### src/hw/rtl/c2lla_pkg.sv
// Shared constants, types and the CORDIC angle table for the position converter.
package c2lla_pkg;

   localparam int POS_W           = 32;
   localparam int RADIUS_W        = 31;
   localparam int LON_W           = 29;
   localparam int LAT_W           = 28;
   localparam int ALT_W           = 34;
   localparam int ANGLE_FRAC_BITS = 20;
   localparam int ACC_FRAC        = 40;
   localparam int ACC_W           = 50;
   localparam int RND_SHIFT       = ACC_FRAC - ANGLE_FRAC_BITS;
   localparam int ANG_W           = ACC_W - RND_SHIFT;
   localparam int CORDIC_STEPS    = 48;
   localparam int ROOT_STEPS      = 32;
   localparam int NORM_TOP        = 59;
   localparam int ZV_EXP0         = 32;

   localparam logic [RADIUS_W-1:0] RADIUS_RESET = 31'd1632803;
   localparam logic [POS_W-1:0]    GAIN_LO      = 32'd2777814157;

   localparam logic signed [ACC_W-1:0] HALF_TURN = ACC_W'(64'd180 << ACC_FRAC);
   localparam logic signed [ACC_W-1:0] RND_HALF  = ACC_W'(64'd1 << (RND_SHIFT - 1));
   localparam logic signed [ANG_W-1:0] LON_FULL  = ANG_W'(64'd180 << ANGLE_FRAC_BITS);
   localparam logic signed [ANG_W-1:0] LAT_QUARTER = ANG_W'(64'd90 << ANGLE_FRAC_BITS);

   typedef enum logic [1:0] {
      BASE_NONE,
      BASE_POS,
      BASE_NEG
   } lon_base_type;

   typedef struct packed {
      logic             last;
      logic             z_neg;
      logic             z_zero;
      logic             xy_zero;
      logic [5:0]       eh;
      logic [5:0]       ez;
      logic [63:0]      zv;
      logic [LON_W-1:0] lon;
      logic [ALT_W-1:0] range_len;
   } side_type;

   typedef struct packed {
      logic [63:0]             x;
      logic [63:0]             y;
      logic signed [ACC_W-1:0] acc;
      side_type                side;
   } vec_type;

   typedef struct packed {
      logic [63:0] n;
      logic [63:0] res;
   } root_type;

   typedef logic [63:0] angle_tab_type [CORDIC_STEPS];

   function automatic logic [5:0] msb_pos(input logic [63:0] v);
      logic [5:0] p;
      p = '0;
      for (int i = 0; i < 64; i++) begin
         if (v[i]) p = 6'(i);
      end
      return p;
   endfunction

   function automatic logic [63:0] udiv(input logic [63:0] a, input logic [63:0] b);
      logic [63:0] q;
      logic [63:0] r;
      q = '0;
      r = '0;
      for (int i = 63; i >= 0; i--) begin
         r = {r[62:0], a[i]};
         q = {q[62:0], 1'b0};
         if (r >= b) begin
            r = r - b;
            q[0] = 1'b1;
         end
      end
      return q;
   endfunction

   function automatic logic [63:0] atan_pow2(input int i);
      logic [63:0] acc;
      logic        done;
      int          e;
      acc = '0;
      done = 1'b0;
      for (int k = 0; k < 64; k++) begin
         e = i * (2 * k + 1);
         if (e > 62) done = 1'b1;
         if (!done) begin
            if (k % 2 == 1) acc = acc - udiv(64'd1 << (62 - e), 64'(2 * k + 1));
            else acc = acc + udiv(64'd1 << (62 - e), 64'(2 * k + 1));
         end
      end
      return acc;
   endfunction

   function automatic logic [63:0] atan_third();
      logic [63:0] p;
      logic [63:0] acc;
      p = udiv(64'd1 << 62, 64'd3);
      acc = '0;
      for (int k = 0; k < 40; k++) begin
         if (p != 0) begin
            if (k % 2 == 1) acc = acc - udiv(p, 64'(2 * k + 1));
            else acc = acc + udiv(p, 64'(2 * k + 1));
            p = udiv(p, 64'd9);
         end
      end
      return acc;
   endfunction

   function automatic logic [63:0] frac_div(input logic [63:0] a, input logic [63:0] b);
      logic [63:0] q;
      logic [63:0] r;
      q = '0;
      r = a;
      if (r >= b) begin
         q = 64'd1;
         r = r - b;
      end
      for (int n = 0; n < 56; n++) begin
         r = {r[62:0], 1'b0};
         q = {q[62:0], 1'b0};
         if (r >= b) begin
            r = r - b;
            q[0] = 1'b1;
         end
      end
      return q;
   endfunction

   function automatic angle_tab_type build_angle_tab();
      angle_tab_type tab;
      logic [63:0]   quarter;
      logic [63:0]   a;
      logic [63:0]   q;
      quarter = atan_pow2(1) + atan_third();
      for (int i = 0; i < CORDIC_STEPS; i++) begin
         a = (i == 0) ? quarter : atan_pow2(i);
         q = frac_div(a, quarter);
         tab[i] = (q * 64'd45 + (64'd1 << 15)) >> 16;
      end
      return tab;
   endfunction

   localparam angle_tab_type ANGLE_TAB = build_angle_tab();

endpackage

### src/hw/rtl/c2lla_mid.sv
// Longitude rounding, range rounding and alignment of the latitude chain operands.
module c2lla_mid (
   input  logic                clock,
   input  logic                reset,
   input  logic                en,
   input  logic                in_valid,
   input  c2lla_pkg::vec_type  in_vec,
   input  c2lla_pkg::root_type in_root,
   output logic                out_valid,
   output c2lla_pkg::vec_type  out_vec
);
   import c2lla_pkg::*;

   logic               m1_valid_ff, m2_valid_ff;
   logic [63:0]        m1_hn_ff;
   logic signed [6:0]  m1_d_ff;
   side_type           m1_side_ff;
   vec_type            m2_vec_ff;

   logic [63:0]             m1_hn_in;
   logic signed [6:0]       m1_d_in;
   side_type                m1_side_in;
   logic [1:0]              m1_sh;
   logic [5:0]              m1_eh;
   logic signed [ACC_W-1:0] m1_t;
   logic signed [ANG_W-1:0] m1_lon;
   vec_type                 m2_vec_in;
   logic [6:0]              m2_nd;

   always_comb begin
      m1_t = in_vec.acc + RND_HALF;
      m1_lon = m1_t[ACC_W-1:RND_SHIFT];
      if (m1_lon == -LON_FULL) m1_lon = LON_FULL;
      if (in_vec.side.xy_zero) m1_lon = '0;

      if (in_vec.x[61]) m1_sh = 2'd2;
      else if (in_vec.x[60]) m1_sh = 2'd1;
      else m1_sh = 2'd0;
      m1_hn_in = in_vec.x >> m1_sh;
      m1_eh = in_vec.side.eh - 6'(m1_sh);
      m1_d_in = $signed({1'b0, m1_eh}) - $signed({1'b0, in_vec.side.ez});

      m1_side_in = in_vec.side;
      m1_side_in.lon = m1_lon[LON_W-1:0];
      m1_side_in.range_len = ALT_W'(in_root.res) + ALT_W'(in_root.n > in_root.res);
   end

   always_comb begin
      m2_nd = 7'(-m1_d_ff);
      m2_vec_in = '0;
      m2_vec_in.side = m1_side_ff;
      if (m1_d_ff > 0) begin
         m2_vec_in.x = m1_hn_ff >> m1_d_ff[5:0];
         m2_vec_in.y = m1_side_ff.zv;
      end else begin
         m2_vec_in.x = m1_hn_ff;
         m2_vec_in.y = m1_side_ff.zv >> m2_nd;
      end
   end

   always_ff @(posedge clock) begin
      if (reset) begin
         m1_valid_ff <= 1'b0;
         m2_valid_ff <= 1'b0;
      end else if (en) begin
         m1_valid_ff <= in_valid;
         m2_valid_ff <= m1_valid_ff;
      end
   end

   always_ff @(posedge clock) begin
      if (en) begin
         m1_hn_ff   <= m1_hn_in;
         m1_d_ff    <= m1_d_in;
         m1_side_ff <= m1_side_in;
         m2_vec_ff  <= m2_vec_in;
      end
   end

   assign out_valid = m2_valid_ff;
   assign out_vec   = m2_vec_ff;

endmodule

### config.mk
export PLATFORM = sky130hd
export DESIGN_NAME = c2lla_mid
export DESIGN_NICKNAME = d
export VERILOG_FILES = /design/src/hw/rtl/c2lla_pkg.sv /design/src/hw/rtl/c2lla_mid.sv
export SDC_FILE = /design/constraint.sdc
export NUM_CORES = 1
export LEC_CHECK = 0
export BUFFER_PORTS_ARGS = -buffer_cell sky130_fd_sc_hd__buf_4
export CAP_MARGIN = 10
export CORE_AREA = 2 2 305 307
export DETAILED_ROUTE_END_ITERATION = 16
export DIE_AREA = 0 0 307 309
export PLACE_DENSITY_LB_ADDON = 0.05
export SLEW_MARGIN = 20
export SYNTH_ARGS = -nofsm -noshare
export SYNTH_HDL_FRONTEND = slang
export SYNTH_SLANG_ARGS = --single-unit
### constraint.sdc
create_clock -name clock -period 8.8 [get_ports clock]
set_input_delay 1.32 -clock clock [delete_from_list [all_inputs] [get_ports clock]]
set_output_delay 1.32 -clock clock [all_outputs]
set_load 0.01 [all_outputs]
==> results.md, run 1 <==
- The data required time of the critical path is 9.21 ns.
- In the post-synthesis netlist, the cell with the most instances is sky130_fd_sc_hd__edfxtp_1.
- In this run, the clock network consumes 28.7% of the power.
- The remaining global-route overflow is 0.
- IR analysis of the VDD net gives a maximum drop of 0.000170 V.
- The final layout contains 3400 nets.
- The depth of the CTS H-tree is 2.
- Sequential cells account for 36.5% of the total power.
- After detailed routing, the number of vias per cell comes to 5.22.
- At the placement stage, the worst setup path has a slack of 3.21 ns.
- TritonCTS built the clock tree.
- Setup violations remaining at the end of the flow were counted as 0.
- The number of rows created at floorplan is 111.
- The min-delay analysis places its worst path in the category flop to flop.
- The internal power summed over all cells is 5460 uW.
- The cell area after synthesis is 28200 um2.
- In the final layout, flip-flops and latches occupy 14600 um2.
- The commonest cells after synthesis are sky130_fd_sc_hd__edfxtp_1, sky130_fd_sc_hd__nand2_1, sky130_fd_sc_hd__mux2i_1.
- The post-route minimum period is 5.14 ns.
- The critical path in this run is classified as flop to flop.
- The dominant register cell in the synthesized netlist is sky130_fd_sc_hd__edfxtp_1.
- The portion of the clock cycle consumed by the worst path in the final layout is 58.4%.
- In the final layout, the share of cells above drive strength 1 is 29.9%.
- The number of CTS-inserted buffers is 58.
- The clock latency at the later pin of the worst-skew pair is 0.66 ns.
- The post-layout total power is 8390 uW.
- Entering global routing, the biggest net connects 160 pins.
- The multi-input combinational cells in the finished layout cover a total of 12500 um2.
- After synthesis, the mean cell area works out to 12.0 um2.
- The master cell of the clock root buffer is sky130_fd_sc_hd__clkbuf_16.
- The count of unresolved DRC violations after routing is 0.
- By area the synthesized netlist is led by sky130_fd_sc_hd__edfxtp_1, sky130_fd_sc_hd__mux4_2, sky130_fd_sc_hd__mux2i_1, sky130_fd_sc_hd__nand2_1, sky130_fd_sc_hd__ha_1.
- During I/O placement, the number of pins put on the boundary was 775.
- The setup TNS is 0 ns.
- At the end of routability-driven placement, the weighted congestion stood at 0.875.
- In this run the standard cell core region covers 91400 um2.
- The area share of the largest cell type after synthesis is 51.6%.
- The remaining number of nets flagged by the antenna check after routing is 0.
- In this run, post-CTS repair resized a total of 0 instances.
- The horizontal extent of the die is 307 um.
- During placement, the flow inserted port buffers numbering 578.
- In the post-route analysis, the smallest setup slack over all paths is 3.66 ns.
- Buffers added to address setup during post-CTS repair amount to 0.
- The largest clock skew in the final design is 0.0171 ns.
- The area added between synthesis and finish is 25.4%.
- The clock transition time at the flip-flop clock pins of the worst setup and hold paths is 0.06 ns.
- The detailed router placed 21400 vias in this run.
- The maximum buffer depth of the clock tree is 3.
- Counting the fill cells in the layout gives 8991.
- The tightest hold margin is 0.406 ns.
- Synthesis produced 2357 cells.
- The area enclosed by the die boundary is 94900 um2.
- The first global-routing pass estimated 147000 um of wire.
- The die is 309 um tall.
- The wire-length estimate of the detail-placed layout is 79000 um.
- The worst setup path is captured at a flop.
- The count of flip-flops with a built-in enable after synthesis is 485.
- The via count of the first global-routing pass is 21200.
- The run finished with clean final reports.
- The final hold violation count is 0.
- The number of DRC markers after the initial detailed-route iteration is 1514.
- In the global route stage, overall resource usage came out at 20.9%.
- The count of hold-fix buffers inserted at cts is 0.
- The clock sink count is 487.
- The headroom to the max-slew limit is 13.9%.
- The fraction of power consumed by combinational cells is 34.9%.
- After synthesis the netlist holds a flip-flop and latch count of 487.
- Setup repair after global routing left no endpoint under its margin.
- The post-detailed-route wirelength per cell is 25.0 um.
- At the pin with the least slew margin, the transition time is 1.28 ns.
- For this design the total switching power over the nets is 2930 uW.
- In this run the worst path has a maximum fanout of 126.
- During synthesis, Yosys emitted a total of 0 warnings.
- Data on the critical path arrives at its endpoint at 5.55 ns.
- For this run, asynchronously set or reset flops after synthesis account for 0%.
- The first detailed-routing pass ran for 5 iterations.
- The initial core utilization is 30.9%.
- The kind of launch point of the worst setup path is a flop.
- At the end of the flow the core is filled with cells to 38.8%.
- Across the run, the number of max-cap violations was 0.
- The net switching share of the total power is 34.9%.
- Derived from the worst setup path, the maximum achievable clock frequency is 194 MHz.
- The initial antenna violation count was 19.
- Summed over all layers, the routed wires come to 102000 um.
- The final-report max-slew violation count is 0.
- The count of different cell masters after synthesis is 74.
- The total leakage power is 0.0143 uW.
- Power spread over the standard cell area amounts to 237 nW/um2.
- Summing the sequential cell areas from Yosys gives 51.7% of the chip area.
- sky130_fd_sc_hd__edfxtp_1 takes more of the synthesized area than any other cell.
-- layer usage --
metal	track usage (%)	vias up	part of all wire, %	routed length (um)
met2	30.9	823	43	44100
met3	7.53	133	9.8	10000
met1	29.3	10500	45	46300
met4	4.33	28	1.8	1890
met5	0	-	0.17	177
li1	-	9910	-	-
-- registers in the layout (all words and copies together), names as in the netlist --
signal,flops
m1_hn_ff,64
m1_valid_ff,1
out_vec,271
m1_d_ff,7
out_valid,1
m1_side_ff,143
-- critical path: stages (launching register included) --
cell	delay [ns]
sky130_fd_sc_hd__edfxtp_1	0.37
sky130_fd_sc_hd__buf_12	0.51
sky130_fd_sc_hd__inv_1	0.60
sky130_fd_sc_hd__ha_2	0.49
sky130_fd_sc_hd__buf_4	0.70
sky130_fd_sc_hd__mux4_2	0.44
sky130_fd_sc_hd__and2_1	0.20
sky130_fd_sc_hd__a211oi_1	0.21
sky130_fd_sc_hd__a21oi_1	0.10
sky130_fd_sc_hd__a22oi_1	0.49
sky130_fd_sc_hd__nor2_1	0.18
sky130_fd_sc_hd__a211o_1	0.28
-- per-stage QoR --
| step | std cells | area [um2] |
|---|---|---|
| floorplan | 2406 | 28400 |
| global placement | 3995 | 33500 |
| detailed placement | 3995 | 33500 |
| CTS | 4100 | 35400 |
| global route | 4102 | 35400 |
| finish | 4103 | 35400 |
-- power by group through the flow --
stage / Clock [uW] / Sequential (uW) / Combinational (uW)
4_1_cts: 2490 / 3060 / 2910
2_1_floorplan: 0 / 3100 / 1710
3_3_place_gp: 0 / 3110 / 2910
6_report: 2410 / 3060 / 2930
5_1_grt: 2580 / 3090 / 3150
3_5_place_dp: 0 / 3110 / 2900
-- final timing paths --
path                                 startpoint           end  slack (ns)  depth (start not counted)
worst max-delay path                 m1_d_ff[0]  out_vec[204]        3.66                         11
worst min-delay path            m1_side_ff[133]  out_vec[133]        0.41                          0
worst max register to register       m1_d_ff[0]  out_vec[204]        3.66                         11
worst min register to register  m1_side_ff[133]  out_vec[133]        0.41                          0
-- cell type report --
class	count	share of cell area, %
Timing Repair Buffer	603	12.9
Clock inverter	35	1.16
Tap cell	1186	4.19
Inverter	86	0.911
Clock buffer	70	4.23
Sequential cell	487	41.2
Antenna cell	3	0.0212
Multi-Input combinational cell	1633	35.4
-- logic make-up (layout without fill, tap and decap cells) --
group	after synthesis	after routing	share of synthesized area, %
mux	347	347	16.8
flops	487	487	51.7
fa+ha+maj	78	78	3.51
buf+inv	286	794	4.91
xor+xnor	73	73	2.29
other cells	1	53	0.0133
simple gates	597	597	9.66
compound gates	488	488	11.2
-- cell usage in the layout (no fill, tap or decap), types with 24 or more instances in the layout --
master and n:
sky130_fd_sc_hd__buf_4 599, sky130_fd_sc_hd__edfxtp_1 485, sky130_fd_sc_hd__nand2_1 262, sky130_fd_sc_hd__mux2i_1 185
sky130_fd_sc_hd__nor2_1 138, sky130_fd_sc_hd__o21ai_0 127, sky130_fd_sc_hd__a21oi_1 105, sky130_fd_sc_hd__mux4_2 94
sky130_fd_sc_hd__inv_1 84, sky130_fd_sc_hd__ha_1 75, sky130_fd_sc_hd__mux2_2 66, sky130_fd_sc_hd__clkbuf_16 58
sky130_fd_sc_hd__conb_1 50, sky130_fd_sc_hd__xnor2_1 49, sky130_fd_sc_hd__nand3_1 39, sky130_fd_sc_hd__a21o_1 35
sky130_fd_sc_hd__nand4_1 29, sky130_fd_sc_hd__nor3_1 29, sky130_fd_sc_hd__a22o_1 26, sky130_fd_sc_hd__a211o_1 24
Power figures use the tool's default switching activity.
==> run 2: changes to the inputs <==
- CORE_AREA: 2 2 305 307 -> 2 2 302 304
- DIE_AREA: 0 0 307 309 -> 0 0 304 306
- clock period: 8.8 -> 4.2 ns (I/O delays scaled with it)
==> run 2 against run 1 <==
  * Sequential power up 110%
  * Largest cell class unchanged
  * Cell count increased by 1.2%
  * Utilization rose by 1.3 points
  * Global-route usage grew 0.65 points
  * Critical path depth grew 7
  * Via count rose by 1.2%
  * Non-clock buffer count grew 65
  * Critical path type is now input port to flop
  * Critical endpoint is now m1_side_ff[26]
==> results.md, run 2 (synthesis gave the netlist of run 1 again) <==
- The overall routed net length is 104000 um (was 102000 um).
- The largest clock skew in the final design is 0.0229 ns (was 0.0171 ns).
- The worst hold path depth was 2 (was 0).
- The maximum VDD drop was 0.000309 V (was 0.000170 V).
- The post-route minimum period is 3.61 ns.
- Dividing the final minimum period by the clock period gives 85.9%.
- The most crowded layer after global routing is met2 (unchanged).
- The buffers inserted during post-CTS setup optimization is 0 (unchanged).
- The arrival time at the worst endpoint was 3.99 ns (was 5.55 ns).
- The number of fillers in the final layout is 8691 (was 8991).
- Setup repair after global routing missed its margin: no (unchanged).
- The pin count of the biggest net entering global routing is 111 (was 160).
- The area of all placed cells without fillers is 35900 um2 (was 35400 um2).
- The antenna diode count was 0 (was 3).
- The power per cell area is 491 nW/um2 (was 237 nW/um2).
- The horizontal extent of the die came to 304 um (was 307 um).
- The half-perimeter wire length of the detailed placement result is 81500 um (was 79000 um).
- The total leakage power came to 0.0146 uW (was 0.0143 uW).
- The most common library cell in the layout ignoring fill and taps is sky130_fd_sc_hd__buf_4 (unchanged).
- The combined global-route utilization of all metal layers is 21.6% (was 20.9%).
- The per-cell via count in the routed design is 5.21 (was 5.22).
- The logic depth of the worst setup path including buffers is 18 (was 11).
- The number of iterations in the first detailed-routing pass is 5 (unchanged).
- The most numerous cell type found on the critical path is sky130_fd_sc_hd__ha_1.
- The number of CTS-inserted buffers came to 57 (was 58).
- The total of endpoints with negative setup slack in the final report is 0 (unchanged).
- Static timing analysis puts the maximum clock frequency at 277 MHz.
- The data required time of the critical path is 4.58 ns (was 9.21 ns).
- The clock sink count came to 487 (unchanged).
- The depth of the CTS H-tree was 2 (unchanged).
- The least setup slack across all paths after layout was 0.592 ns (was 3.66 ns).
- The length in cells of the worst reg-to-reg path is 8 (was 11).
- The area enclosed by the die boundary is 93000 um2 (was 94900 um2).
- The final weighted congestion in routability-driven placement came to 0.887 (was 0.875).
- The initial antenna violation count is 12 (was 19).
- The floorplan die height is 306 um (was 309 um).
- The kind of path behind the tightest hold check is input port to flop (was flop to flop).
- The pre-CTS setup slack is -0.0556 ns (was 3.21 ns).
- The I/O pin count is 775 (unchanged).
- Critical Path, Cell by Cell: buf_4, inv_1, ha_1, nand4_1, nor4_1, and2_1, nand2_1, a41oi_1, o31ai_1, a21oi_1, ha_1, ha_1, and3_1, nor2b_1, nand3_1, nor2_1, nand3_1, xnor2_1 (was buf_12, inv_1, ha_2, buf_4, mux4_2, and2_1, a211oi_1, a21oi_1, a22oi_1, nor2_1, a211o_1).
- The remaining number of nets flagged by the antenna check after routing is 0 (unchanged).
- The startpoint of the worst setup timing path was in_root[46] (was m1_d_ff[0]).
- The core area is 89600 um2 (was 91400 um2).
- The post-detailed-route wirelength per cell is 25.0 um (about the same).
- The count of hold-fix buffers inserted at cts is 0 (unchanged).
- The proportion of layout cells with a drive suffix above 1 was 31.5% (was 29.9%).
- The worst flop-to-flop path startpoint is m1_d_ff[0] (unchanged).
- The cell type group with the largest total delay on the critical path was simple AND/OR/NAND/NOR gates (was buffers and inverters).
- The number of violations of the max-capacitance limit is 0 (unchanged).
- The total via count in the routed design is 21700 (was 21400).
- The number of rows created at floorplan is 110 (was 111).
- The remaining global-route overflow came to 0 (unchanged).
- The kind of capture point of the worst setup path is a flop (unchanged).
- The slowest library cell on the worst path was sky130_fd_sc_hd__nor4_1 (was sky130_fd_sc_hd__buf_4).
- The clock transition time at the flip-flop clock pins of the worst setup and hold paths came to 0.06 ns (about the same).
- The clock tree from TritonCTS was done (unchanged).
- The global-route met3 utilization is 6.35% (was 7.53%).
- The area added between synthesis and finish is 27.0% (was 25.4%).
- Highest-count cells in the layout ignoring fill and taps: sky130_fd_sc_hd__buf_4, sky130_fd_sc_hd__edfxtp_1, sky130_fd_sc_hd__nand2_1, sky130_fd_sc_hd__mux2i_1, sky130_fd_sc_hd__nor2_1 (unchanged).
- Run status: completed (unchanged).
- The final-report max-slew violation count was 0 (unchanged).
- The worst path buffer plus inverter count is 2 (was 3).
- The routing usage on met1 is 30.2% (was 29.3%).
- The final hold violation count is 0 (unchanged).
- The clock latency at the later pin of the worst-skew pair is 0.64 ns (was 0.66 ns).
- The initial core utilization was 31.5% (was 30.9%).
- The number of nets in the layout is 3464 (was 3400).
- The maximum fanout count along the critical path came to 3 (was 126).
- The headroom to the max-slew limit is 31.1% (was 13.9%).
- The master cell of the clock root buffer is sky130_fd_sc_hd__clkbuf_16 (unchanged).
- The startpoint of the lowest-slack hold path is reset (was m1_side_ff[133]).
- The cell area after placement is 34100 um2 (was 33500 um2).
- The number of cells upsized or downsized after cts is 0 (unchanged).
- The number of I/O port buffers came to 578 (unchanged).
- The maximum buffer depth of the clock tree is 3 (unchanged).
- The global-route wire length before repair is 150000 um (was 147000 um).
- The number of DRC markers after the initial detailed-route iteration came to 1707 (was 1514).
- The kind of critical path is input port to flop (was flop to flop).
- The flip-flop count of the largest register, all copies and words added is 271 (unchanged).
- The count of unresolved DRC violations after routing is 0 (unchanged).
- The slew at the pin with the worst max-slew slack is 1.02 ns (was 1.28 ns).
- The delay contributed by the slowest stage of the critical path is 0.38 ns (was 0.70 ns).
- The kind of launch point of the worst setup path is an input port (was flop).
- The via count of the first global-routing pass was 21700 (was 21200).
- The met2 usage is 33.3% (was 30.9%).
## run 2: cell type report
type / instances / area, um2 / share of cell area (%)
tap: 1176 / 1470 / 4.10
sequential: 487 / 14600 / 40.7
timing repair buffer: 668 / 5130 / 14.3
inverter: 86 / 323 / 0.900
multi-input combinational: 1633 / 12500 / 34.9
clock buffer: 64 / 1450 / 4.05
clock inverter: 39 / 352 / 0.980
## run 2: final timing paths
path              slack (ns)              to
setup / recovery        0.59  m1_side_ff[26]
hold / removal          0.16     m1_valid_ff
setup reg to reg        0.74    out_vec[276]
hold reg to reg         0.41     out_vec[49]
## run 2: metrics by stage
step           setup TNS (ns)  power [uW]  hold WS [ns]  instances  utilization, %
3_3_place_gp         -0.00528       12900         0.401       4050            38.0
5_1_grt                     0       18500         0.119       4153            40.0
2_1_floorplan               0       10100         0.400       2406               -
4_1_cts                     0       17700        0.0950       4153            40.0
6_report                    0       17600         0.157       4153            40.0
3_5_place_dp           -0.170       12800         0.405       4050            38.0
## run 2: power by group
part	switching, uW	internal, uW
Sequential	396	6040
Clock	2080	2740
Combinational	3750	2600
Total	6230	11400
## run 2: layer usage
layer	up-vias	wire [um]
met2	806	46100
met5	-	142
met3	112	8580
met4	24	1610
met1	10700	47300
li1	10000	-
